**src/hw/rtl/idu_pkg.sv**
```systemverilog
// Shared types, opcode codes and format classification for the instruction decoder.
// Used by the channel interfaces and by every decoder module; depends on nothing.
`default_nettype none

package idu_pkg;

    localparam int unsigned WORD_W   = 32;
    localparam int unsigned OP_W     = 6;
    localparam int unsigned REG_W    = 5;
    localparam int unsigned NUM_REGS = 32;
    localparam int unsigned IMM16_W  = 16;
    localparam int unsigned IMM26_W  = 26;

    typedef logic [1:0] t_fmt;
    localparam t_fmt FMT_R   = 2'd0;
    localparam t_fmt FMT_I   = 2'd1;
    localparam t_fmt FMT_J   = 2'd2;
    localparam t_fmt FMT_BAD = 2'd3;

    typedef logic [OP_W-1:0] t_op;
    localparam t_op OP_JMP    = 6'd16;
    localparam t_op OP_R_ALU0 = 6'd17;
    localparam t_op OP_I_CMP0 = 6'd18;
    localparam t_op OP_I_RD0  = 6'd19;
    localparam t_op OP_I_RD1  = 6'd20;
    localparam t_op OP_R_ALU1 = 6'd21;
    localparam t_op OP_I_CMP1 = 6'd22;
    localparam t_op OP_I_LD0  = 6'd23;
    localparam t_op OP_R_SH0  = 6'd24;
    localparam t_op OP_R_SH1  = 6'd25;
    localparam t_op OP_R_SH2  = 6'd26;
    localparam t_op OP_R_ALU2 = 6'd27;
    localparam t_op OP_R_LO   = 6'd48;
    localparam t_op OP_R_HI   = 6'd55;
    localparam t_op OP_I_LO   = 6'd56;
    localparam t_op OP_I_HI   = 6'd59;

    typedef logic [NUM_REGS-1:0] t_mask;

    // Which register fields the instruction reads and writes.
    typedef struct packed {
        logic rd_rs;
        logic rd_rt;
        logic wr_rd;
        logic wr_rt;
    } t_reg_use;

    typedef struct packed {
        logic [WORD_W-1:0] word;
        t_fmt              fmt;
        t_reg_use          regs;
    } t_s1;

    typedef struct packed {
        t_op                opcode;
        t_fmt               fmt;
        logic [REG_W-1:0]   rs;
        logic [REG_W-1:0]   rt;
        logic [REG_W-1:0]   rd;
        logic [REG_W-1:0]   sh;
        logic [IMM16_W-1:0] imm16;
        logic [IMM26_W-1:0] imm26;
        t_mask              read_raw;
        t_mask              write;
    } t_s2;

    typedef struct packed {
        t_op                opcode;
        t_fmt               fmt;
        logic [REG_W-1:0]   rs;
        logic [REG_W-1:0]   rt;
        logic [REG_W-1:0]   rd;
        logic [REG_W-1:0]   sh;
        logic [IMM16_W-1:0] imm16;
        logic [IMM26_W-1:0] imm26;
        t_mask              read_mask;
        t_mask              write_mask;
    } t_dec;

    function automatic t_fmt classify(input t_op op);
        t_fmt f;
        f = FMT_BAD;
        case (op) inside
            OP_JMP: f = FMT_J;
            OP_R_ALU0, OP_R_ALU1, [OP_R_SH0:OP_R_ALU2], [OP_R_LO:OP_R_HI]: f = FMT_R;
            [OP_I_CMP0:OP_I_RD1], OP_I_CMP1, OP_I_LD0, [OP_I_LO:OP_I_HI]: f = FMT_I;
            default: f = FMT_BAD;
        endcase
        return f;
    endfunction

    function automatic t_reg_use reg_use(input t_op op, input t_fmt f);
        t_reg_use u;
        u = '0;
        case (f)
            FMT_R: begin
                u.wr_rd = 1'b1;
                u.rd_rt = 1'b1;
                u.rd_rs = !(op == OP_R_SH0 || op == OP_R_SH1 || op == OP_R_SH2);
            end
            FMT_I: begin
                u.rd_rs = 1'b1;
                case (op) inside
                    OP_I_CMP0, OP_I_CMP1: u.rd_rt = 1'b1;
                    OP_I_RD0, OP_I_RD1:   u.rd_rt = 1'b0;
                    default:              u.wr_rt = 1'b1;
                endcase
            end
            default: u = '0;
        endcase
        return u;
    endfunction

endpackage

`default_nettype wire

```
**src/hw/rtl/idu_mask.sv**
```systemverilog
// Third pipeline stage: clears read marks covered by a write mark and holds the result.
// Depends on idu_pkg.
`default_nettype none

module idu_mask
    import idu_pkg::*;
(
    input  wire logic i_clk,
    input  wire logic i_rst_n,
    input  wire logic i_valid,
    output logic      o_ready,
    input  wire t_s2  i_data,
    output logic      o_valid,
    input  wire logic i_ready,
    output t_dec      o_data
);

    logic r_valid;
    t_dec r_data;
    t_dec n_data;

    always_comb begin
        n_data.opcode     = i_data.opcode;
        n_data.fmt        = i_data.fmt;
        n_data.rs         = i_data.rs;
        n_data.rt         = i_data.rt;
        n_data.rd         = i_data.rd;
        n_data.sh         = i_data.sh;
        n_data.imm16      = i_data.imm16;
        n_data.imm26      = i_data.imm26;
        n_data.read_mask  = i_data.read_raw & ~i_data.write;
        n_data.write_mask = i_data.write;
    end

    assign o_ready = !r_valid || i_ready;
    assign o_valid = r_valid;
    assign o_data  = r_data;

    always_ff @(posedge i_clk) begin
        if (!i_rst_n) begin
            r_valid <= 1'b0;
        end else if (o_ready) begin
            r_valid <= i_valid;
        end
    end

    always_ff @(posedge i_clk) begin
        if (o_ready && i_valid) begin
            r_data <= n_data;
        end
    end

endmodule

`default_nettype wire

```
**config.mk**
```make
export PLATFORM = sky130hd
export DESIGN_NAME = idu_mask
export DESIGN_NICKNAME = d
export VERILOG_FILES = /design/src/hw/rtl/idu_pkg.sv /design/src/hw/rtl/idu_mask.sv
export SDC_FILE = /design/constraint.sdc
export NUM_CORES = 1
export LEC_CHECK = 0
export BUFFER_PORTS_ARGS = -buffer_cell sky130_fd_sc_hd__buf_2
export CAP_MARGIN = 20
export CORE_AREA = 2 2 107 109
export CTS_CLUSTER_SIZE = 25
export DETAILED_ROUTE_END_ITERATION = 10
export DIE_AREA = 0 0 109 111
export PLACE_DENSITY_LB_ADDON = 0.08
export SETUP_SLACK_MARGIN = 0.05
export SLEW_MARGIN = 5
export SYNTH_ARGS = -nofsm -noshare
export SYNTH_HDL_FRONTEND = slang
export SYNTH_SLANG_ARGS = --single-unit
```
**constraint.sdc**
```tcl
create_clock -name i_clk -period 1.94 [get_ports i_clk]
set_input_delay 0.291 -clock i_clk [delete_from_list [all_inputs] [get_ports i_clk]]
set_output_delay 0.291 -clock i_clk [all_outputs]
set_load 0.02 [all_outputs]
```
# Yosys cells after proc, flatten, opt, wreduce, memory -nomap -nowiden
# Index checks and enable logic that the tools add are counted.
[word_totals]
ramBits = 0
elab_cells = 16
mem_count = 0
latchBits = 0
rom_bits = 0
register_bits = 135
[op_classes]
div = 0
n_bitwise = 2
muxes = 0
magnitude_cmp = 0
n_addsub = 0
n_mul = 0
eq_ne = 0
reduce_logical = 3
n_shift = 0
[ops]
columns = ["cell", "n"]
rows = [
  ["32-bit AND", 1],
  ["32-bit inverter", 1],
  ["1-bit logical AND", 1],
  ["1-bit zero test", 1],
  ["1-bit logical OR", 1],
]

# Longest topological paths before layout
[depth]
ltp_word = 3
mapped_depth = 2

# Worst setup path before layout
# Ideal clock, no wire load.
[synth_timing]
kind = "reg-to-reg"
from = "register r_valid, in the netlist o_valid"
to = "register r_data, in the netlist o_data[0], enable pin"
arrival_time_ps = 1546
path_stages_with_launch = 3
t_required_ps = 1540
path_buffers = 0
path_slack_ps = -7
path_cell_list = "dfxtp_1 nand2b_4 and2_4"
[synth_between]
elab_chain_cells = 3
[synth_lines]
columns = ["item", "line", "text"]
rows = [
  ["from (decl)", "idu_mask.sv:18", "logic r_valid;"],
  ["from (signal assigned)", "idu_mask.sv:43", "r_valid <= i_valid;"],
  ["1-bit zero test", "idu_mask.sv:35", "assign o_ready = !r_valid || i_ready;"],
  ["1-bit logical OR", "idu_mask.sv:35", ""],
  ["net o_ready", "idu_mask.sv:11", "output logic o_ready,"],
  ["1-bit logical AND", "idu_mask.sv:48", "if (o_ready && i_valid) begin"],
  ["to (signal assigned)", "idu_mask.sv:49", "r_data <= n_data;"],
  ["to (decl)", "idu_mask.sv:19", "t_dec r_data;"],
]
# The timed path passes the listed nets, and every way through them passes these cells.
# A chain may end at the register's enable or synchronous reset.

# Final worst setup path
[layout_timing]
from = "register r_valid, in the netlist o_valid"
to = "register r_data, in the netlist o_data[6], enable pin"
[layout_between]
elab_chain_cells = 3
[layout_lines]
columns = ["item", "line"]
rows = [
  ["1-bit zero test", "idu_mask.sv:35"],
  ["1-bit logical OR", "idu_mask.sv:35"],
  ["1-bit logical AND", "idu_mask.sv:48"],
]
# Every way passes these cells.

==> results.toml <==
[run_status]
status = "completed"

[clock_network]
ctsLongestPathBuffers = 2
cts.htree.levels = 4
post-cts-setup-buffers = 0
clk_pin_slew_ns = 0.06
cts-resized-gates = 0
cts_tree = "yes"
clk_latency_ns = 0.40
numCtsBuffers = 17
cts_root_buf = "clkbuf_16"
cts_sinks = 135
ctsHoldBuffers = 0

[global_routing]
grt_pass1_wl_um = 13600
antenna_found_initial = 1
grt_max_degree = 84
grt_pass1_vias = 2709
track_usage_pct = 15.8
overflow = 0

[timing]
hold_violations = 0
finClkSkew_ns = 0.00613
final-max-slew-violation-count = 0
fmax_mhz = 742
period_share_pct = 69.4
rsz0062_at_grt = "no"
setup_violations = 0
relSlewSlack_pct = 70.1
worst_slack_ns = 0.593
holdWs_ns = 0.0612
worst_pin_slew_ns = 0.448
period_minus_slack_ns = 1.35
fin_tns_setup_ns = 0

[setup_path]
crit_type = "reg -> reg"
critPathMaxFanout = 83
cp.arrival_ns = 1.40
cp_data_required_time_ns = 1.99
cp-end-kind = "flip-flop"
start_kind = "flip-flop"

[yosys]
async_flop_share_pct = 0
synth_fp_nets = 309
yosys.area.top_type_share_pct = 94.0
synth_most_common_cell = "edfxtp_1"
yosys.cell_types.count = 7
postSynthAreaPerCell_um2 = 25.0
yosysSeqAreaShare_pct = 94.4
synthTopCellsByCount = "134 x edfxtp_1, 32 x nor2b_1"
yosysWarnings = 0
synth_edf_count = 134
synth.largest_area_cell = "edfxtp_1"
synthFlopType = "edfxtp_1"
synth_area_leaders = "edfxtp_1 94%, nor2b_1 4.7%, dfxtp_1 0.47%"
ys_ff_latch = 135
synth_cells = 171
syn-cell-area_um2 = 4280

[drt]
viasPerCell = 4.24
drt_iter0_markers = 106
vias = 2634
drt-wirelength-per-cell_um = 15.2
drc_errors = 0
drt_first_pass_iters = 4
antenna_left = 0
wirelength_um = 9410

[flow_run]
drv_cap = 0

[die]
initial_core_util_pct = 38.7
ioPinCount = 274
fp.coreArea_um2 = 11100
dieHeight_um = 111
num_rows = 39
die_x_um = 109
dieArea_um2 = 12100

[placement]
dpl_worst_slack_ns = 0.508
portBuffers = 273
dp_hpwl_um = 7060
gp_congestion = 0.769
place_inst = 589
placed_area_um2 = 5870

[power]
total_power_mw = 6.84
peakVddDrop_uv = 616
p_per_area_nw_per_um2 = 1070
p_leak_nw = 2.74

[hold_path]
hold_path.class = "in -> reg"

[cells_and_area]
final_cells = 621
layout-drive-gt1-share_pct = 64.6
syn_to_final_growth_pct = 49.2
nets = 603
final_util_pct = 57.7
n_fill_cell = 925
postLayoutCellArea_um2 = 6390
worst max-delay path, stage by stage, from the launching register on:
cell,delay (ns)
dfxtp_4,0.35
nand2b_4,0.07
and2_4,0.17
buf_12,0.35
worst paths after layout:
check / from / end / slack, ns / cells after the start
setup / recovery: o_valid / o_data[6] / 0.59 / 3
hold / removal: i_data[86] / o_data[86] / 0.06 / 1
setup reg to reg: o_valid / o_data[6] / 0.59 / 3
hold reg to reg: o_valid / o_valid / 0.50 / 2
sequential cells by signal, summed over array words and instances, names as in the netlist:
signal / flops
o_data: 134
o_valid: 1
per-layer routing:
| layer | track usage, % | share of wire (%) | vias to the layer above |
|---|---|---|---|
| met5 | 0 | 0 | - |
| met4 | 8.63 | 2.8 | 0 |
| met3 | 7.17 | 11 | 20 |
| met2 | 26.7 | 52 | 157 |
| met1 | 15.8 | 34 | 1203 |
| li1 | - | - | 1254 |
logic make-up (layout without fill, tap and decap cells):
family / after synthesis / after routing / synth area share [%]
flip-flops: 135 / 135 / 94.4
AND/OR/NAND/NOR: 34 / 34 / 5.20
AO/OA/AOI/OAI: 1 / 1 / 0.263
buffers and inverters: 1 / 307 / 0.0876
other: 0 / 1 / 0
final cells by class:
cell class              instances  area, um^2  share of cell area [%]
diodes                          1        2.50                  0.0392
clock buffers                  18         429                    6.72
clock inverters                13        86.3                    1.35
inverters                       1        3.75                  0.0588
multi-input cells              35         234                    3.66
flip-flops and latches        135        4050                    63.4
well taps                     143         179                    2.80
repair buffers                275        1410                    22.0
placed cells by master, fill, tap and decap left out, types with 2 or more instances in the layout:
cell type	synthesis	routed
buf_2	0	273
edfxtp_1	134	134
nor2b_1	32	32
clkbuf_16	0	17
clkinvlp_4	0	6
clkinv_2	0	4
clkinv_4	0	2
buf_12	0	2
power by group:
| group | leakage [nW] | internal [mW] | switching [mW] |
|---|---|---|---|
| clock network | 0.237 | 1.61 | 1.13 |
| logic | 1.19 | 0.236 | 0.402 |
| registers | 1.31 | 3.42 | 0.0390 |
| total | 2.74 | 5.26 | 1.57 |
Power figures use the tool's default switching activity.
