File: src/hw/rtl/idu_pkg.sv
// Shared types, opcode codes and format classification for the instruction decoder.
// Used by the channel interfaces and by every decoder module; depends on nothing.
`default_nettype none

package idu_pkg;

    localparam int unsigned WORD_W   = 32;
    localparam int unsigned OP_W     = 6;
    localparam int unsigned REG_W    = 5;
    localparam int unsigned NUM_REGS = 32;
    localparam int unsigned IMM16_W  = 16;
    localparam int unsigned IMM26_W  = 26;

    typedef logic [1:0] t_fmt;
    localparam t_fmt FMT_R   = 2'd0;
    localparam t_fmt FMT_I   = 2'd1;
    localparam t_fmt FMT_J   = 2'd2;
    localparam t_fmt FMT_BAD = 2'd3;

    typedef logic [OP_W-1:0] t_op;
    localparam t_op OP_JMP    = 6'd16;
    localparam t_op OP_R_ALU0 = 6'd17;
    localparam t_op OP_I_CMP0 = 6'd18;
    localparam t_op OP_I_RD0  = 6'd19;
    localparam t_op OP_I_RD1  = 6'd20;
    localparam t_op OP_R_ALU1 = 6'd21;
    localparam t_op OP_I_CMP1 = 6'd22;
    localparam t_op OP_I_LD0  = 6'd23;
    localparam t_op OP_R_SH0  = 6'd24;
    localparam t_op OP_R_SH1  = 6'd25;
    localparam t_op OP_R_SH2  = 6'd26;
    localparam t_op OP_R_ALU2 = 6'd27;
    localparam t_op OP_R_LO   = 6'd48;
    localparam t_op OP_R_HI   = 6'd55;
    localparam t_op OP_I_LO   = 6'd56;
    localparam t_op OP_I_HI   = 6'd59;

    typedef logic [NUM_REGS-1:0] t_mask;

    // Which register fields the instruction reads and writes.
    typedef struct packed {
        logic rd_rs;
        logic rd_rt;
        logic wr_rd;
        logic wr_rt;
    } t_reg_use;

    typedef struct packed {
        logic [WORD_W-1:0] word;
        t_fmt              fmt;
        t_reg_use          regs;
    } t_s1;

    typedef struct packed {
        t_op                opcode;
        t_fmt               fmt;
        logic [REG_W-1:0]   rs;
        logic [REG_W-1:0]   rt;
        logic [REG_W-1:0]   rd;
        logic [REG_W-1:0]   sh;
        logic [IMM16_W-1:0] imm16;
        logic [IMM26_W-1:0] imm26;
        t_mask              read_raw;
        t_mask              write;
    } t_s2;

    typedef struct packed {
        t_op                opcode;
        t_fmt               fmt;
        logic [REG_W-1:0]   rs;
        logic [REG_W-1:0]   rt;
        logic [REG_W-1:0]   rd;
        logic [REG_W-1:0]   sh;
        logic [IMM16_W-1:0] imm16;
        logic [IMM26_W-1:0] imm26;
        t_mask              read_mask;
        t_mask              write_mask;
    } t_dec;

    function automatic t_fmt classify(input t_op op);
        t_fmt f;
        f = FMT_BAD;
        case (op) inside
            OP_JMP: f = FMT_J;
            OP_R_ALU0, OP_R_ALU1, [OP_R_SH0:OP_R_ALU2], [OP_R_LO:OP_R_HI]: f = FMT_R;
            [OP_I_CMP0:OP_I_RD1], OP_I_CMP1, OP_I_LD0, [OP_I_LO:OP_I_HI]: f = FMT_I;
            default: f = FMT_BAD;
        endcase
        return f;
    endfunction

    function automatic t_reg_use reg_use(input t_op op, input t_fmt f);
        t_reg_use u;
        u = '0;
        case (f)
            FMT_R: begin
                u.wr_rd = 1'b1;
                u.rd_rt = 1'b1;
                u.rd_rs = !(op == OP_R_SH0 || op == OP_R_SH1 || op == OP_R_SH2);
            end
            FMT_I: begin
                u.rd_rs = 1'b1;
                case (op) inside
                    OP_I_CMP0, OP_I_CMP1: u.rd_rt = 1'b1;
                    OP_I_RD0, OP_I_RD1:   u.rd_rt = 1'b0;
                    default:              u.wr_rt = 1'b1;
                endcase
            end
            default: u = '0;
        endcase
        return u;
    endfunction

endpackage

`default_nettype wire

File: src/hw/rtl/idu_extract.sv
// Second pipeline stage: extracts the fields of the format and builds raw register masks.
// Depends on idu_pkg.
`default_nettype none

module idu_extract
    import idu_pkg::*;
(
    input  wire logic i_clk,
    input  wire logic i_rst_n,
    input  wire logic i_valid,
    output logic      o_ready,
    input  wire t_s1  i_data,
    output logic      o_valid,
    input  wire logic i_ready,
    output t_s2       o_data
);

    logic r_valid;
    t_s2  r_data;
    t_s2  n_data;
    logic w_is_r;
    logic w_is_ri;

    assign w_is_r  = (i_data.fmt == FMT_R);
    assign w_is_ri = w_is_r || (i_data.fmt == FMT_I);

    always_comb begin
        n_data          = '0;
        n_data.opcode   = i_data.word[WORD_W-1 -: OP_W];
        n_data.fmt      = i_data.fmt;
        n_data.rs       = w_is_ri ? i_data.word[25:21] : '0;
        n_data.rt       = w_is_ri ? i_data.word[20:16] : '0;
        n_data.rd       = w_is_r ? i_data.word[15:11] : '0;
        n_data.sh       = w_is_r ? i_data.word[10:6] : '0;
        n_data.imm16    = (i_data.fmt == FMT_I) ? i_data.word[IMM16_W-1:0] : '0;
        n_data.imm26    = (i_data.fmt == FMT_J) ? i_data.word[IMM26_W-1:0] : '0;
        if (i_data.regs.rd_rs) begin
            n_data.read_raw[i_data.word[25:21]] = 1'b1;
        end
        if (i_data.regs.rd_rt) begin
            n_data.read_raw[i_data.word[20:16]] = 1'b1;
        end
        if (i_data.regs.wr_rd) begin
            n_data.write[i_data.word[15:11]] = 1'b1;
        end
        if (i_data.regs.wr_rt) begin
            n_data.write[i_data.word[20:16]] = 1'b1;
        end
    end

    assign o_ready = !r_valid || i_ready;
    assign o_valid = r_valid;
    assign o_data  = r_data;

    always_ff @(posedge i_clk) begin
        if (!i_rst_n) begin
            r_valid <= 1'b0;
        end else if (o_ready) begin
            r_valid <= i_valid;
        end
    end

    always_ff @(posedge i_clk) begin
        if (o_ready && i_valid) begin
            r_data <= n_data;
        end
    end

endmodule

`default_nettype wire

File: config.mk
export PLATFORM = sky130hd
export DESIGN_NAME = idu_extract
export DESIGN_NICKNAME = d
export VERILOG_FILES = /design/src/hw/rtl/idu_pkg.sv /design/src/hw/rtl/idu_extract.sv
export SDC_FILE = /design/constraint.sdc
export NUM_CORES = 1
export LEC_CHECK = 0
export BUFFER_PORTS_ARGS = -buffer_cell sky130_fd_sc_hd__buf_2
export CAP_MARGIN = 40
export CORE_UTILIZATION = 50
export DETAILED_ROUTE_END_ITERATION = 6
export PLACE_DENSITY = 0.83
export SLEW_MARGIN = 15
export SYNTH_ARGS = -nofsm -noshare
export SYNTH_HDL_FRONTEND = slang
export SYNTH_SLANG_ARGS = --single-unit
File: constraint.sdc
create_clock -name i_clk -period 12.85 [get_ports i_clk]
set_input_delay 1.285 -clock i_clk [delete_from_list [all_inputs] [get_ports i_clk]]
set_output_delay 1.285 -clock i_clk [all_outputs]
set_load 0.02 [all_outputs]
---- Yosys cells after proc, flatten, opt, wreduce, memory -nomap -nowiden ----
Cells that the tools add are included.
storage, ports and cells
  register bits after elaboration ......... 135
  bits of input ports ..................... 42
  word-level logic and storage cells ...... 39
cells by class
  bitwise operators ....................... 2
  magnitude comparators ................... 6
  muxes and demuxes ....................... 10
  reductions and logical operators ........ 8
  eq/ne operators ......................... 2
operators by type and width
  operator              number
  $mux W32              4
  $or A32 B32 Y32       2
  $lt A5 B6 Y1 const B  3
  $demux W1 S5          3
  $ge A5 B1 Y1 const B  3
  $logic_and A1 B1 Y1   4
  $mux W1               3
  $eq A2 B1 Y1 const B  1
  $eq A2 B2 Y1 const B  1
  $logic_not A2 Y1      1
  $logic_or A1 B1 Y1    2
  $logic_not A1 Y1      1

---- Depth between registers and ports, before layout ----
  depth in word-level cells ............... 7
  mapped depth ............................ 4

---- Least setup slack after synthesis ----
Ideal clock, no wire load.
  kind .................................... input-to-reg
  from .................................... in i_ready
  to ...................................... reg r_data (netlist bit o_data[0]) (enable)
  setup slack ............................. 7.685 ns
  required time ........................... 12.341 ns
  data arrival time ....................... 4.656 ns
  stages on the path ...................... 2
  buffers on the path ..................... 0
  path through ............................ nand2b_1 > and2_1
on the way
  longest elaborated chain between the ends .. 2
ends and longest elaborated chain
  what                    line               source
  start: declaration      idu_extract.sv:14  input wire logic i_ready,
  $logic_or A1 B1 Y1      idu_extract.sv:51  assign o_ready = !r_valid || i_ready;
  $logic_and A1 B1 Y1     idu_extract.sv:64  if (o_ready && i_valid) begin
  end signal: assignment  idu_extract.sv:65  r_data <= n_data;
  end: declaration        idu_extract.sv:19  t_s2 r_data;
No other way between the ends.
A chain may end at the register's enable or synchronous reset.

---- Final worst setup path ----
  from .................................... in i_ready
  to ...................................... out o_ready
on the way
  longest elaborated chain between the ends .. 1
ends and longest elaborated chain
  what                line               source
  $logic_or A1 B1 Y1  idu_extract.sv:51
  end: declaration    idu_extract.sv:11  output logic o_ready,
No other way between the ends.

==> metrics.yaml <==
sta:
  drv_slew: 0
  clock.fmax_mhz: 333.6
  tightest_slew_ns: 0.8263
  timing.setup.tns_ns: 0
  skew_ns: 0.008534
  finalCritPeriodShare_pct: 23.32
  period_minus_slack_ns: 2.997
  hold_viol: 0
  maxSlewHeadroom_pct: 44.80
  setup_viol: 0
  grt_setup_unrepaired: "no"
  layout_setup_ws_ns: 9.853
pwr:
  leakage_nw: 2.677
  sw_frac_of_total_pct: 23.41
  p_comb_share_pct: 10.2
  seqPwrFrac_pct: 48.8
  internal_power_mw: 0.8173
  ir_drop_mv: 0.07134
  finalPower_mw: 1.067
  pwr_density_cell_mw_per_mm2: 156.7
  power.net_switching_mw: 0.2498
  clkPwrFrac_pct: 41.0
floorplan:
  die_area_mm2: 0.01103
  fp.dieH_um: 105.0
  die_x_um: 105.0
  coreArea_mm2: 0.01032
  num_io_pins: 178
  start_util_pct: 51.41
  rows: 37
yosys:
  synthesis.nets: 373
  synth_edf_count: 134
  ys_ff_latch: 135
  synthDistinctLibCells: 18
  syn_inst: 331
  synth.yosys.seq_area_share_pct: 76.19
  synth-warning-count: 0
  synth-async-reset-ratio_pct: 0
  syn_avg_cell_area_um2: 16.04
  syn_area_mm2: 0.005308
  synthFlopType: "edfxtp_1"
setup_path:
  worstPathRequired_ns: 11.56
  worstSetupEndpointType: "primary output"
  crit_path_start: "i_ready"
  regToRegSetupSlack_ns: 10.76
  critPathLaunchType: "primary input"
  rr_startpoint: "o_valid"
  crit_path_max_fanout: 3
  arrival_ns: 1.71
  crit_type: "in2out"
hold_path:
  hold_path_startpoint: "o_valid"
  hold_path_class: "reg2reg"
global_route:
  grt_max_degree: 73
  grt_pass1_wl_um: 18150
  grt_usage_pct: 22.72
  grt_overflow: 0
  antenna_found_initial: 0
  grt_pass1_vias: 3424
layout:
  nFillCells: 729
  post-route-util_pct: 65.94
  nets: 550
  drive_gt1_share_pct: 40.27
  layout_common_cells: "buf_2 (177), edfxtp_1 (134), o22ai_1 (64)"
  diodes: 0
  fin_area_mm2: 0.006808
  layout_commonest_cell: "buf_2"
  syn_to_final_growth_pct: 28.26
routing:
  first_pass_iters: 5
  drc: 0
  ant_nets: 0
  viasPerCell: 5.637
  dr_total_vias: 3692
  avgRoutedWirePerCell_um: 18.40
  routed_wl_um: 12050
  drtIter0Drc: 218
clock_network:
  cts_buffer_depth: 2
  root_buffer: "clkbuf_8"
  cts_hold_buf: 0
  clk-insertion-delay-late_ns: 0.52
  cts_tree: "done"
  cts.repair.resized: 0
  cts_setup_buffers: 0
  cts_buffers: 17
  clock_sink_count: 135
  clk_pin_slew_ns: 0.06
  cts_max_level: 4
placement:
  gp_congestion: 0.8378
  placed_area_mm2: 0.006269
  dpl.hpwl_um: 8340
  dpl_worst_slack_ns: 9.683
  numPortBuffers: 177
run:
  cap_violations: 0
status:
  status: "complete, no violations"
-- layer usage --
metal / share of wire (%) / vias to the layer above / GRT usage [%]
met2: 50 / 219 / 36.09
met4: 2.4 / 0 / 12.07
met3: 8.4 / 24 / 6.987
met5: 0 / - / 0
met1: 39 / 1794 / 28.00
li1: - / 1655 / -
-- cell type report --
type	count	area, µm²	share of cell area, %
Clock buffer	19	421.7	6.194
Inverter	1	3.754	0.05514
Sequential cell	135	4044	59.40
Timing Repair Buffer	181	935.9	13.75
Multi-Input combinational cell	172	1122	16.49
Clock inverter	11	110.1	1.617
Tap cell	136	170.2	2.500
-- state kept, by name (all words and copies together), names as in the netlist --
name and flops:
o_data 134, o_valid 1
-- per-stage QoR --
stage	std cells	hold WS, ns
6_report	655	0.5459
5_1_grt	655	0.5759
4_1_cts	654	0.5527
3_5_place_dp	624	0.5446
3_3_place_gp	623	0.5084
2_1_floorplan	331	0.7496
-- critical path, stage by stage --
cell and delay [ns]:
buf_2 0.09, nand2b_1 0.16, buf_2 0.17
-- path summary, 6_finish.rpt --
kind | to | cells after the start
worst max-delay path | o_ready | 3
worst max register to register | o_data[80] | 4
worst min register to register | o_valid | 2
worst min-delay path | o_valid | 2
-- synthesized netlist by cell type, types with 3 or more instances --
cell | number | area (µm²)
nor2b_1 | 12 | 75.07
clkbuf_1 | 11 | 41.29
nand3_1 | 7 | 35.03
or3_1 | 3 | 18.77
o22ai_1 | 64 | 400.4
nand3b_1 | 17 | 127.6
edfxtp_1 | 134 | 4024
and2_1 | 53 | 331.6
or3b_1 | 13 | 113.9
buf_2 | 4 | 20.02
buf_6 | 6 | 67.56
-- logic make-up (layout without fill, tap and decap cells) --
group	count (synthesis)	after routing	synth area share, %
and+or+nand+nor	107	107	13.41
AOI/OAI and AO/OA	65	65	7.685
buffers and inverters	24	212	2.711
DFF	135	135	76.19
-- power groups by stage --
| stage | combinational, mW | clock [mW] | sequential, mW |
|---|---|---|---|
| global placement | 0.104 | 0 | 0.530 |
| CTS | 0.109 | 0.445 | 0.521 |
| finish | 0.109 | 0.437 | 0.521 |
| detailed placement | 0.109 | 0 | 0.530 |
| floorplan | 0.0324 | 0 | 0.567 |
| global route | 0.115 | 0.462 | 0.523 |
Note: power is estimated with default switching activity, not from simulation.
