===== src/hw/rtl/idu_pkg.sv =====
// Shared types, opcode codes and format classification for the instruction decoder.
// Used by the channel interfaces and by every decoder module; depends on nothing.
`default_nettype none

package idu_pkg;

    localparam int unsigned WORD_W   = 32;
    localparam int unsigned OP_W     = 6;
    localparam int unsigned REG_W    = 5;
    localparam int unsigned NUM_REGS = 32;
    localparam int unsigned IMM16_W  = 16;
    localparam int unsigned IMM26_W  = 26;

    typedef logic [1:0] t_fmt;
    localparam t_fmt FMT_R   = 2'd0;
    localparam t_fmt FMT_I   = 2'd1;
    localparam t_fmt FMT_J   = 2'd2;
    localparam t_fmt FMT_BAD = 2'd3;

    typedef logic [OP_W-1:0] t_op;
    localparam t_op OP_JMP    = 6'd16;
    localparam t_op OP_R_ALU0 = 6'd17;
    localparam t_op OP_I_CMP0 = 6'd18;
    localparam t_op OP_I_RD0  = 6'd19;
    localparam t_op OP_I_RD1  = 6'd20;
    localparam t_op OP_R_ALU1 = 6'd21;
    localparam t_op OP_I_CMP1 = 6'd22;
    localparam t_op OP_I_LD0  = 6'd23;
    localparam t_op OP_R_SH0  = 6'd24;
    localparam t_op OP_R_SH1  = 6'd25;
    localparam t_op OP_R_SH2  = 6'd26;
    localparam t_op OP_R_ALU2 = 6'd27;
    localparam t_op OP_R_LO   = 6'd48;
    localparam t_op OP_R_HI   = 6'd55;
    localparam t_op OP_I_LO   = 6'd56;
    localparam t_op OP_I_HI   = 6'd59;

    typedef logic [NUM_REGS-1:0] t_mask;

    // Which register fields the instruction reads and writes.
    typedef struct packed {
        logic rd_rs;
        logic rd_rt;
        logic wr_rd;
        logic wr_rt;
    } t_reg_use;

    typedef struct packed {
        logic [WORD_W-1:0] word;
        t_fmt              fmt;
        t_reg_use          regs;
    } t_s1;

    typedef struct packed {
        t_op                opcode;
        t_fmt               fmt;
        logic [REG_W-1:0]   rs;
        logic [REG_W-1:0]   rt;
        logic [REG_W-1:0]   rd;
        logic [REG_W-1:0]   sh;
        logic [IMM16_W-1:0] imm16;
        logic [IMM26_W-1:0] imm26;
        t_mask              read_raw;
        t_mask              write;
    } t_s2;

    typedef struct packed {
        t_op                opcode;
        t_fmt               fmt;
        logic [REG_W-1:0]   rs;
        logic [REG_W-1:0]   rt;
        logic [REG_W-1:0]   rd;
        logic [REG_W-1:0]   sh;
        logic [IMM16_W-1:0] imm16;
        logic [IMM26_W-1:0] imm26;
        t_mask              read_mask;
        t_mask              write_mask;
    } t_dec;

    function automatic t_fmt classify(input t_op op);
        t_fmt f;
        f = FMT_BAD;
        case (op) inside
            OP_JMP: f = FMT_J;
            OP_R_ALU0, OP_R_ALU1, [OP_R_SH0:OP_R_ALU2], [OP_R_LO:OP_R_HI]: f = FMT_R;
            [OP_I_CMP0:OP_I_RD1], OP_I_CMP1, OP_I_LD0, [OP_I_LO:OP_I_HI]: f = FMT_I;
            default: f = FMT_BAD;
        endcase
        return f;
    endfunction

    function automatic t_reg_use reg_use(input t_op op, input t_fmt f);
        t_reg_use u;
        u = '0;
        case (f)
            FMT_R: begin
                u.wr_rd = 1'b1;
                u.rd_rt = 1'b1;
                u.rd_rs = !(op == OP_R_SH0 || op == OP_R_SH1 || op == OP_R_SH2);
            end
            FMT_I: begin
                u.rd_rs = 1'b1;
                case (op) inside
                    OP_I_CMP0, OP_I_CMP1: u.rd_rt = 1'b1;
                    OP_I_RD0, OP_I_RD1:   u.rd_rt = 1'b0;
                    default:              u.wr_rt = 1'b1;
                endcase
            end
            default: u = '0;
        endcase
        return u;
    endfunction

endpackage

`default_nettype wire


===== src/hw/rtl/idu_classify.sv =====
// First pipeline stage: classifies the opcode into a format and register-use flags.
// Depends on idu_pkg.
`default_nettype none

module idu_classify
    import idu_pkg::*;
(
    input  wire logic              i_clk,
    input  wire logic              i_rst_n,
    input  wire logic              i_valid,
    output logic                   o_ready,
    input  wire logic [WORD_W-1:0] i_word,
    output logic                   o_valid,
    input  wire logic              i_ready,
    output t_s1                    o_data
);

    logic r_valid;
    t_s1  r_data;
    t_s1  n_data;
    t_op  w_op;

    assign w_op          = i_word[WORD_W-1 -: OP_W];
    assign n_data.word   = i_word;
    assign n_data.fmt    = classify(w_op);
    assign n_data.regs   = reg_use(w_op, n_data.fmt);

    assign o_ready = !r_valid || i_ready;
    assign o_valid = r_valid;
    assign o_data  = r_data;

    always_ff @(posedge i_clk) begin
        if (!i_rst_n) begin
            r_valid <= 1'b0;
        end else if (o_ready) begin
            r_valid <= i_valid;
        end
    end

    always_ff @(posedge i_clk) begin
        if (o_ready && i_valid) begin
            r_data <= n_data;
        end
    end

endmodule

`default_nettype wire


===== config.mk =====
export PLATFORM = sky130hd
export DESIGN_NAME = idu_classify
export DESIGN_NICKNAME = d
export VERILOG_FILES = /design/src/hw/rtl/idu_pkg.sv /design/src/hw/rtl/idu_classify.sv
export SDC_FILE = /design/constraint.sdc
export NUM_CORES = 1
export LEC_CHECK = 0
export BUFFER_PORTS_ARGS = -buffer_cell sky130_fd_sc_hd__buf_2
export CAP_MARGIN = 20
export CORE_MARGIN = 3
export CORE_UTILIZATION = 38
export CTS_CLUSTER_DIAMETER = 50
export DETAILED_ROUTE_END_ITERATION = 8
export PLACE_DENSITY = 0.74
export REMOVE_ABC_BUFFERS = 1
export SLEW_MARGIN = 30
export SYNTH_ARGS = -nofsm -noshare
export SYNTH_HDL_FRONTEND = slang
export SYNTH_SLANG_ARGS = --single-unit

===== constraint.sdc =====
create_clock -name i_clk -period 1.75 [get_ports i_clk]
set_input_delay 0.175 -clock i_clk [delete_from_list [all_inputs] [get_ports i_clk]]
set_output_delay 0.175 -clock i_clk [all_outputs]
set_load 0.05 [all_outputs]

# Word level (Yosys, flattened, before mapping)
# Cells that the tools add are included.
# Widths: inputs -> output; s select.
dict set report op_classes {
  order_cmp 8
  n_eq_ne 12
  muxes 7
  n_bitwise 1
  reduce_logical 16
}
# cell n
set op_table {}
lappend op_table {{$eq 6x5->1 const B} 11}
lappend op_table {{$ge 6x5->1 const B} 2}
lappend op_table {{$ge 6x6->1 const B} 2}
lappend op_table {{$le 6x5->1 const B} 2}
lappend op_table {{$le 6x6->1 const B} 2}
lappend op_table {{$reduce_or 4->1} 2}
lappend op_table {{$mux 2} 3}
lappend op_table {{$logic_and 1x1->1} 5}
lappend op_table {{$pmux 2 s2} 1}
lappend op_table {{$reduce_or 2->1} 2}
lappend op_table {{$logic_or 1x1->1} 3}
lappend op_table {{$mux 1} 3}
lappend op_table {{$reduce_or 3->1} 1}
lappend op_table {{$eq 2x1->1 const B} 1}
lappend op_table {{$logic_not 1->1} 2}
lappend op_table {{$logic_not 2->1} 1}
lappend op_table {{$not 1->1} 1}
dict set report totals {
  register_bits 39
  inputBits 36
  output_inout_bits 40
}

# Logic depth before layout (Yosys ltp)
# Gate-level depths: netlist of run 1.
dict set report logic_depth {
  depth_word 9
  mapped_depth 3
}

# Worst setup path before layout of run 1
# No wires, ideal clock.
dict set report synth_path {
  path_type {register to register}
  start {reg r_valid, in the netlist o_valid}
  end {reg r_data (netlist bit o_data[0]), enable pin}
  setup_time_ns 0.399
  arrival_time_ns 1.973
  path_slack_ns -0.622
  stages_incl_launch_ff 3
  n_path_buf 0
  synth_period_minus_slack_ns 2.372
  path_cell_list {dfxtp_1 -> nand2b_1 -> and2_1}
}
dict set report synth_between {
  elab_chain_cells 3
}
# item line_no
set synth_rtl {}
lappend synth_rtl {{start, declared} idu_classify.sv:18} ;# logic r_valid;
lappend synth_rtl {{start signal, assigned} idu_classify.sv:36} ;# r_valid <= i_valid;
lappend synth_rtl {{$logic_not 1->1} idu_classify.sv:28} ;# assign o_ready = !r_valid || i_ready;
lappend synth_rtl {{$logic_or 1x1->1} idu_classify.sv:28}
lappend synth_rtl {{named net o_ready} idu_classify.sv:11} ;# output logic o_ready,
lappend synth_rtl {{$logic_and 1x1->1} idu_classify.sv:41} ;# if (o_ready && i_valid) begin
lappend synth_rtl {{end signal, assigned} idu_classify.sv:42} ;# r_data <= n_data;
lappend synth_rtl {{end, declared} idu_classify.sv:19} ;# t_s1 r_data;
# The timed path passes the listed nets, and every way through them passes these cells.
# A chain may end at the register's enable or synchronous reset.

# Worst setup path after layout of run 1
dict set report layout_path {
  start {reg r_valid, in the netlist o_valid}
  end {out o_ready}
}
dict set report layout_between {
  elab_chain_cells 2
}
# item line_no
set layout_rtl {}
lappend layout_rtl {{$logic_not 1->1} idu_classify.sv:28}
lappend layout_rtl {{$logic_or 1x1->1} idu_classify.sv:28}
lappend layout_rtl {{end, declared} idu_classify.sv:11}
# Every way passes these cells.

==> results of run 1 <==
[metrics by stage]
stage	total power, mW	area (um2)	instances	setup slack (ns)	hold WS [ns]
6_report	2.04	2090	217	0.555	0.0320
5_1_grt	2.13	2090	217	0.468	0.00594
4_1_cts	2.03	1880	196	0.525	0.000362
3_5_place_dp	1.47	1760	184	0.604	0.354
3_3_place_gp	1.46	1760	184	0.665	0.353
2_1_floorplan	1.36	1310	64	-0.622	0.274
[final timing paths]
path,from,end,depth (start not counted)
setup reg to reg,o_valid,o_data[37],3
setup / recovery,o_valid,o_ready,2
hold / removal,i_word[12],o_data[18],1
hold reg to reg,o_valid,o_valid,2
[power by group through the flow]
stage | logic (mW) | registers (mW) | clock network, mW
2_1_floorplan | 0.0392 | 1.32 | 0
3_3_place_gp | 0.342 | 1.12 | 0
3_5_place_dp | 0.348 | 1.12 | 0
4_1_cts | 0.355 | 1.10 | 0.570
5_1_grt | 0.411 | 1.11 | 0.610
6_report | 0.391 | 1.10 | 0.548
[logic make-up (layout without fill, tap and decap cells)]
kind of cell | after synthesis | after routing
buffers and inverters | 2 | 111
and+or+nand+nor | 13 | 13
AOI/OAI and AO/OA | 10 | 10
DFF | 39 | 39
[registers in the layout, indices dropped and copies added, names as in the netlist]
name,flops
o_data,38
o_valid,1
[cells in the final DEF (no fill, tap or decap), drive strengths merged]
cell,netlist,final
a21oi,2,2
edfxtp,38,38
clkinv,0,2
nor3,2,2
nand4b,1,1
a21boi,4,4
buf,0,76
dlygate4sd3,0,25
clkbuf,0,5
nand2b,1,1
dfxtp,1,1
nand2,2,2
and2,1,1
or4,1,1
bufinv,0,1
nand3b,1,1
nor2,1,1
o21a,1,1
inv,2,2
nor2b,2,2
o21bai,1,1
and3b,1,1
o21ai,2,2
[cells in the mapped netlist]
master,number
nand2b_1,1
nor3_1,2
or4_1,1
a21boi_0,4
nor2_1,1
and2_1,1
edfxtp_1,38
o21ai_0,1
o21bai_1,1
inv_1,2
nand2_1,2
a21oi_1,2
and3b_1,1
nor2b_1,2
nand4b_1,1
o21ai_1,1
dfxtp_1,1
o21a_1,1
nand3b_1,1
[layer usage]
| metal | routed length [um] | track usage [%] | vias to the layer above |
|---|---|---|---|
| li1 | - | - | 467 |
| met1 | 1040 | 12.8 | 453 |
| met2 | 1540 | 22.5 | 59 |
| met3 | 379 | 5.37 | 6 |
| met4 | 63 | 8.71 | 0 |
| met5 | 0 | 0 | - |
[worst max-delay path, delay by kind of cell, from the launching register on]
family / cells / cell delay [ns]
DFF: 1 / 0.33
and+or+nand+nor: 1 / 0.10
buffers and inverters: 1 / 0.28
[area by class of cell]
type	instances	area, um2	share of cell area (%)
flip-flops and latches	39	1160	55.6
multi-input cells	23	144	6.89
well taps	44	55.1	2.63
clock inverters	3	38.8	1.86
clock buffers	5	37.5	1.80
repair buffers	101	646	30.9
inverters	2	7.51	0.359
==> results.toml, run 1 <==
[run_status]
outcome = "completed"

[worst_hold_path]
hold_path.class = "input pin to register"

[global_route]
grt_first_pass_wirelength_um = 3910
grt_overflow = 0
grt_pass1_vias = 885
grtUsageTotal_pct = 13.1
antenna_found_initial = 0
grt_max_degree = 39

[run]
cap_violations = 0

[pwr]
p_leak_nw = 0.884
internal_power_mw = 1.50
max-vdd-ir-drop_uv = 376
swShare_pct = 26.5
clockPowerShare_pct = 26.8
power.switching_mw = 0.540
pwr-share-comb_pct = 19.1
pwr-share-seq_pct = 54.0
p_per_area_nw_per_um2 = 977

[final_layout]
final_core_util_pct = 65.7
final.fill_count = 233
antenna-diode-count = 0
nets = 208
drive_gt1_share_pct = 48.0
area_growth_pct = 59.2

[setup_path]
worstSetupEndpointType = "output port"
cp_max_fo = 3
ff2ff_setup_slack_ns = 0.61
critPathRequiredTime_ns = 1.57
worst_ep_arrival_time_ns = 1.02
crit_path_max_incr_delay_ns = 0.33
cp-start-kind = "register"
crit_chain = "nand2b_1 -> buf_2"
worstSetupPathType = "register to output port"
crit_slowest_cell = "dfxtp_1"

[yosys]
synth_top_family_by_area = "simple AND/OR/NAND/NOR gates"
synth_seq_area_share_pct = 88.5
synth-seq-cells = 39
synth_top_cells_by_area = "edfxtp_1 (87%), a21boi_0 (2.3%), dfxtp_1 (1.5%)"
synth_xor_area_share_pct = 0
yosys.area.top_type_share_pct = 86.9
syn-mean-instance-area_um2 = 20.5
synth_fa_ha_area_share_pct = 0
synth_compound_area_share_pct = 4.96
synthSimpleGateAreaFrac_pct = 6.01
synth_largest_area_cell = "edfxtp_1"
yosys_warnings = 0
syn_inst = 64
synth_area_um2 = 1310
synth_mux_area_share_pct = 0
synth.distinct_cells = 19

[sta]
min_period_over_period_pct = 68.3
setup_viol = 0
slew_violations = 0
hold_viol = 0
fin_skew_ns = 0.00358
maxSlewHeadroom_pct = 82.0
min_period_ns = 1.20
tightestPinTransition_ns = 0.268
rsz0062_at_grt = "no"
fin_setup_tns_ns = 0
fmax_mhz = 837

[clocking]
postCtsHoldBufs = 4
postCtsSetupRepairBufs = 0
cts.htree.levels = 2
cts-root-buf = "clkbuf_4"
cts_tree = "done"
clockBufferDepth = 2
cts_resized = 0
cts.reportedPaths.clkPinSlew_ns = 0.10
insertion_delay_ns = 0.32
cts_buffers = 5
cts.sinks = 39

[die]
top_level_ports = 76
die_w_um = 64.8
die_h_um = 64.8
coreArea_um2 = 3180
core.rowCount = 20
start_util_pct = 41.3
dieArea_um2 = 4200

[drt]
drc = 0
viasPerCell = 4.54
num_vias = 985
wl_per_cell_um = 13.9
wl_um = 3020
ant_nets = 0
drtIter0Drc = 57
first_pass_iters = 4

[placed_design]
place_hpwl_um = 2090
gp_congestion = 0.861
port_buffers = 75
Note: power is estimated with default switching activity, not from simulation.
==> run 2: changes to the inputs <==
- ABC_AREA: not set -> 1
- CORE_UTILIZATION: 38 -> 42
- PLACE_DENSITY: 0.74 -> 0.77
- clock period: 1.75 -> 1.1 ns (I/O delays scaled with it)
==> results.toml, run 2 <==
[setup_path]
cp-start-kind = "register"
crit_chain = "buf_4"
crit_start = "o_data[11]"
path_depth = 1
crit_slowest_cell = "edfxtp_1"
reg2reg_from = "o_valid"
worstSetupEndpointType = "output port"
worstSetupPathType = "register to output port"
crit_path_max_incr_delay_ns = 0.46
reg2regPathDepth = 2
cp_max_fo = 1
cp.buffers_inverters = 1
worst_ep_arrival_time_ns = 1.02
crit_family = "flip-flops"
critPathRequiredTime_ns = 0.99

[clocking]
cts-root-buf = "clkbuf_4"
insertion_delay_ns = 0.34
cts.sinks = 39
postCtsSetupRepairBufs = 0
cts.reportedPaths.clkPinSlew_ns = 0.13
cts_tree = "done"
cts.htree.levels = 2
clockBufferDepth = 2
cts_buffers = 5

[global_route]
grtUsageTotal_pct = 18.2
grt_overflow = 0
grt_pass1_vias = 1107
grt_first_pass_wirelength_um = 5310
antenna_found_initial = 0
grt_max_degree = 27

[drt]
num_vias = 1060
drtIter0Drc = 28
first_pass_iters = 4
drc = 0
wl_um = 3680
wl_per_cell_um = 15.7
ant_nets = 0
viasPerCell = 4.53

[yosys]
yosys_warnings = 0
async_flop_share_pct = 0
synth_area_um2 = 1330
synth_largest_area_cell = "edfxtp_1"
yosys.area.top_type_share_pct = 86.0
syn-mean-instance-area_um2 = 17.0
synth.distinct_cells = 14
syn_inst = 78
synth_seq_area_share_pct = 87.5
synth_edf_count = 38
synth-seq-cells = 39
synth_top_cells_by_area = "edfxtp_1 (86%), nand2_1 (3.4%), inv_1 (2.0%)"
synth_ff_type = "edfxtp_1"
yosys-top-cells-count = "edfxtp_1 (38), nand2_1 (12), inv_1 (7), nor2_1 (7), nand3_1 (4)"
synth_most_common_cell = "edfxtp_1"

[pwr]
max-vdd-ir-drop_uv = 892
p_leak_nw = 0.984
swShare_pct = 26.0
pwr-share-comb_pct = 18.7
power.switching_mw = 0.932
power_mw = 3.59
clockPowerShare_pct = 32.1
p_per_area_nw_per_um2 = 1610
pwr-share-seq_pct = 49.1
internal_power_mw = 2.66

[sta]
hold_viol = 0
slew_violations = 0
fmax_mhz = 884
min_period_over_period_pct = 103
min_period_ns = 1.13
maxSlewHeadroom_pct = 82.3
setup_viol = 1
tightestPinTransition_ns = 0.267
fin_skew_ns = 0.0173
fin_ws_ns = -0.0308
fin_setup_tns_ns = -0.0308

[placed_design]
gp_congestion = 0.747
dpl_cell_area_um2 = 1790
port_buffers = 75
place_hpwl_um = 1980

[final_layout]
final_cell_mix = "buf_2 (65), edfxtp_1 (38), dlygate4sd3_1 (29)"
largest_reg_flops = 38
drive_gt1_share_pct = 47.4
area_growth_pct = 68.2
final_common_cell = "buf_2"
fin_area_um2 = 2230
antenna-diode-count = 0
nets = 227

[die]
dieArea_um2 = 3870
top_level_ports = 76
die_w_um = 62.2
coreArea_um2 = 2880
die_h_um = 62.2
start_util_pct = 46.2
core.rowCount = 19

[worst_hold_path]
hold_depth = 2
holdCritStartpoint = "i_rst_n"
hold_path.class = "input pin to register"

[run]
cap_violations = 0

[run_status]
violations = "setup timing"
outcome = "finished with violations"
-- run 2: changes by cell type after synthesis, moves of 3 or more --
cell,change
a21boi_0,-3
inv_1,+5
nor2_1,+6
nand3_1,+4
nand2_1,+10
-- run 2: per-stage QoR --
stage	hold WS [ns]	worst slack [ns]	cells	util (%)
CTS	0.00424	0.00588	234	76.2
global route	0.00826	-0.0860	234	77.6
detailed placement	0.289	0.0274	197	62.4
finish	0.0202	-0.0308	234	77.6
global placement	0.288	0.0720	197	62.4
floorplan	0.209	-1.79	78	-
-- run 2: power groups by stage --
| stage | Combinational (mW) | Sequential [mW] | Clock, mW |
|---|---|---|---|
| finish | 0.673 | 1.76 | 1.16 |
| global route | 0.710 | 1.77 | 1.25 |
| detailed placement | 0.563 | 1.79 | 0 |
| global placement | 0.555 | 1.79 | 0 |
| floorplan | 0.0669 | 2.11 | 0 |
| CTS | 0.646 | 1.76 | 1.16 |
-- run 2: worst paths after layout --
| path | end | slack (ns) |
|---|---|---|
| max reg2reg | o_data[9] | 0.04 |
| min | o_valid | 0.02 |
| min reg2reg | o_valid | 0.56 |
| max | o_data[11] | -0.03 |
-- run 2: layout make-up --
cell class	count	area (um2)
well taps	42	52.6
flip-flops and latches	39	1160
repair buffers	106	729
fillers	174	643
clock inverters	2	60.1
multi-input cells	30	154
clock buffers	6	41.3
inverters	9	33.8
-- run 2: cells by family (layout without fill, tap and decap cells) --
kind of cell           Yosys count  count (layout)  synth area share (%)
AO/OA/AOI/OAI                    4               4                  1.70
buffers and inverters            9             123                  2.54
flip-flops                      39              39                  87.5
AND/OR/NAND/NOR                 26              26                  8.30
-- run 2: routing by layer --
| metal | track usage, % | vias to the layer above | routed length, um |
|---|---|---|---|
| li1 | - | 503 | - |
| met1 | 18.6 | 483 | 1350 |
| met2 | 33.5 | 61 | 1890 |
| met3 | 5.59 | 13 | 324 |
| met4 | 8.84 | 0 | 120 |
| met5 | 0 | - | 0 |
-- run 2: what timing repair did --
action | CTS | global route
gates resized for setup | 3 | 22
pin swaps | 0 | 0
hold buffers | 29 | 0
hold endpoints to repair | 29 | 0
setup endpoints to repair | 2 | 18
==> run 3: changes to the inputs <==
- ABC_AREA: 1 -> not set
- RECOVER_POWER: not set -> 100
==> results.toml, run 3 (synthesis results as in run 1) <==
[setup_path]
reg2reg_from = "o_valid"
crit_chain = "buf_4"
reg2regPathDepth = 3
worstSetupPathType = "register to output port"
worstSetupEndpointType = "output port"
cp.buffers_inverters = 1
reg2reg_to = "o_data[27]"
ff2ff_setup_slack_ns = 0.05
crit_slowest_cell = "edfxtp_1"
cp-start-kind = "register"
cp_max_fo = 1
crit_family = "flip-flops"
worst_ep_arrival_time_ns = 0.95
critPathRequiredTime_ns = 0.99
crit_path_max_incr_delay_ns = 0.41

[final_layout]
final.fill_count = 195
final_cell_mix = "buf_2 (50), edfxtp_1 (38), dlygate4sd3_1 (27)"
antenna-diode-count = 0
final_common_cell = "buf_2"
stdcell_count = 221
fin_area_um2 = 2180
nets = 214
area_growth_pct = 66.1
drive_gt1_share_pct = 45.8
largest_reg_flops = 38

[global_route]
grt_max_degree = 25
grtUsageMet2_pct = 27.7
antenna_found_initial = 0
grt_first_pass_wirelength_um = 4080
grt_overflow = 0
grt_pass1_vias = 883
grtUsageTotal_pct = 15.8
grt_use_met3_pct = 6.61
grt_busiest_layer = "met2"
met1_usage_pct = 17.1

[sta]
hold_viol = 0
fin_ws_ns = 0.0410
min_period_ns = 1.06
fin_skew_ns = 0.00549
slew_violations = 0
setup_viol = 0
tightestPinTransition_ns = 0.296
min_period_over_period_pct = 96.3
maxSlewHeadroom_pct = 80.3
fmax_mhz = 944

[drt]
num_vias = 989
first_pass_iters = 4
drtIter0Drc = 25
viasPerCell = 4.48
drc = 0
wl_per_cell_um = 14.4
ant_nets = 0
wl_um = 3180

[worst_hold_path]
holdCritStartpoint = "i_rst_n"
hold_depth = 2
hold_path.class = "input pin to register"
min_to = "o_valid"

[clocking]
cts.htree.levels = 2
clockBufferDepth = 2
cts-root-buf = "clkbuf_4"
cts_buffers = 5
cts_tree = "done"
cts.sinks = 39
postCtsSetupRepairBufs = 0
cts.reportedPaths.clkPinSlew_ns = 0.11
insertion_delay_ns = 0.33

[die]
coreArea_um2 = 2880
core.rowCount = 19
top_level_ports = 76
start_util_pct = 45.6
die_h_um = 61.9
dieArea_um2 = 3830
die_w_um = 61.9

[pwr]
p_per_area_nw_per_um2 = 1420
max-vdd-ir-drop_uv = 1000
p_leak_nw = 0.911

[placed_design]
pre_cts_slack_ns = -0.0274
place_hpwl_um = 1880
dp.cells = 183
port_buffers = 75
gp_congestion = 0.726
dpl_cell_area_um2 = 1770

[run]
cap_violations = 0

[run_status]
outcome = "completed"
==> run 3: cell count changes in the layout (fill, tap and decap cells not counted), moves of 5 or more <==
cell and change:
clkbuf_1 +7, buf_2 -15, inv_1 -5, nand2_1 -9
nor2_1 -5, buf_4 +5
==> run 3: worst max-delay path by stage <==
stage                     startpoint    endpoint  slack, ns  cells past startpoint
final                     o_data[28]  o_data[28]       0.04                      1
after floorplan              o_valid   o_data[0]      -1.27                      2
after CTS                    o_valid   o_data[8]      0.003                      3
after global routing      o_data[27]  o_data[27]      -0.02                      1
after detailed placement     o_valid   o_data[2]      -0.03                      3
after global placement       o_valid   o_data[2]      -0.01                      3
==> run 3: final cells by class <==
class	instances	area (um2)	area share, %
clock inverters	1	5.00	0.230
repair buffers	107	753	34.6
clock buffers	7	45.0	2.07
inverters	2	7.51	0.344
well taps	42	52.6	2.41
multi-input cells	23	154	7.06
flip-flops and latches	39	1160	53.3
==> run 3: metrics by stage <==
stage	setup TNS, ns	total power [mW]	hold WS, ns	utilization (%)
after detailed placement	-0.376	2.34	0.288	61.5
after CTS	0	3.07	0.0126	73.1
after floorplan	-48.68	2.16	0.209	-
after global placement	-0.175	2.33	0.287	61.5
final	0	3.09	0.0183	75.8
after global routing	-0.0298	3.24	0.00156	75.8
==> run 3: power by group <==
part	switching (mW)	internal, mW
clock	0.410	0.249
sequential	0.0257	1.73
combinational	0.442	0.232
==> run 3: timing repair <==
item                                   in CTS  in global routing
cloned                                      1                  2
endpoints found under the hold margin      27                  0
resized for setup                           4                 31
pin swaps                                   0                  1
hold buffers                               27                  0
setup endpoints to repair                  15                 45
==> run 3: layer usage <==
| layer | part of all wire (%) | vias up |
|---|---|---|
| met5 | 0 | - |
| met4 | 1.4 | 0 |
| met3 | 10 | 6 |
| met2 | 50 | 59 |
| met1 | 38 | 445 |
| li1 | - | 479 |
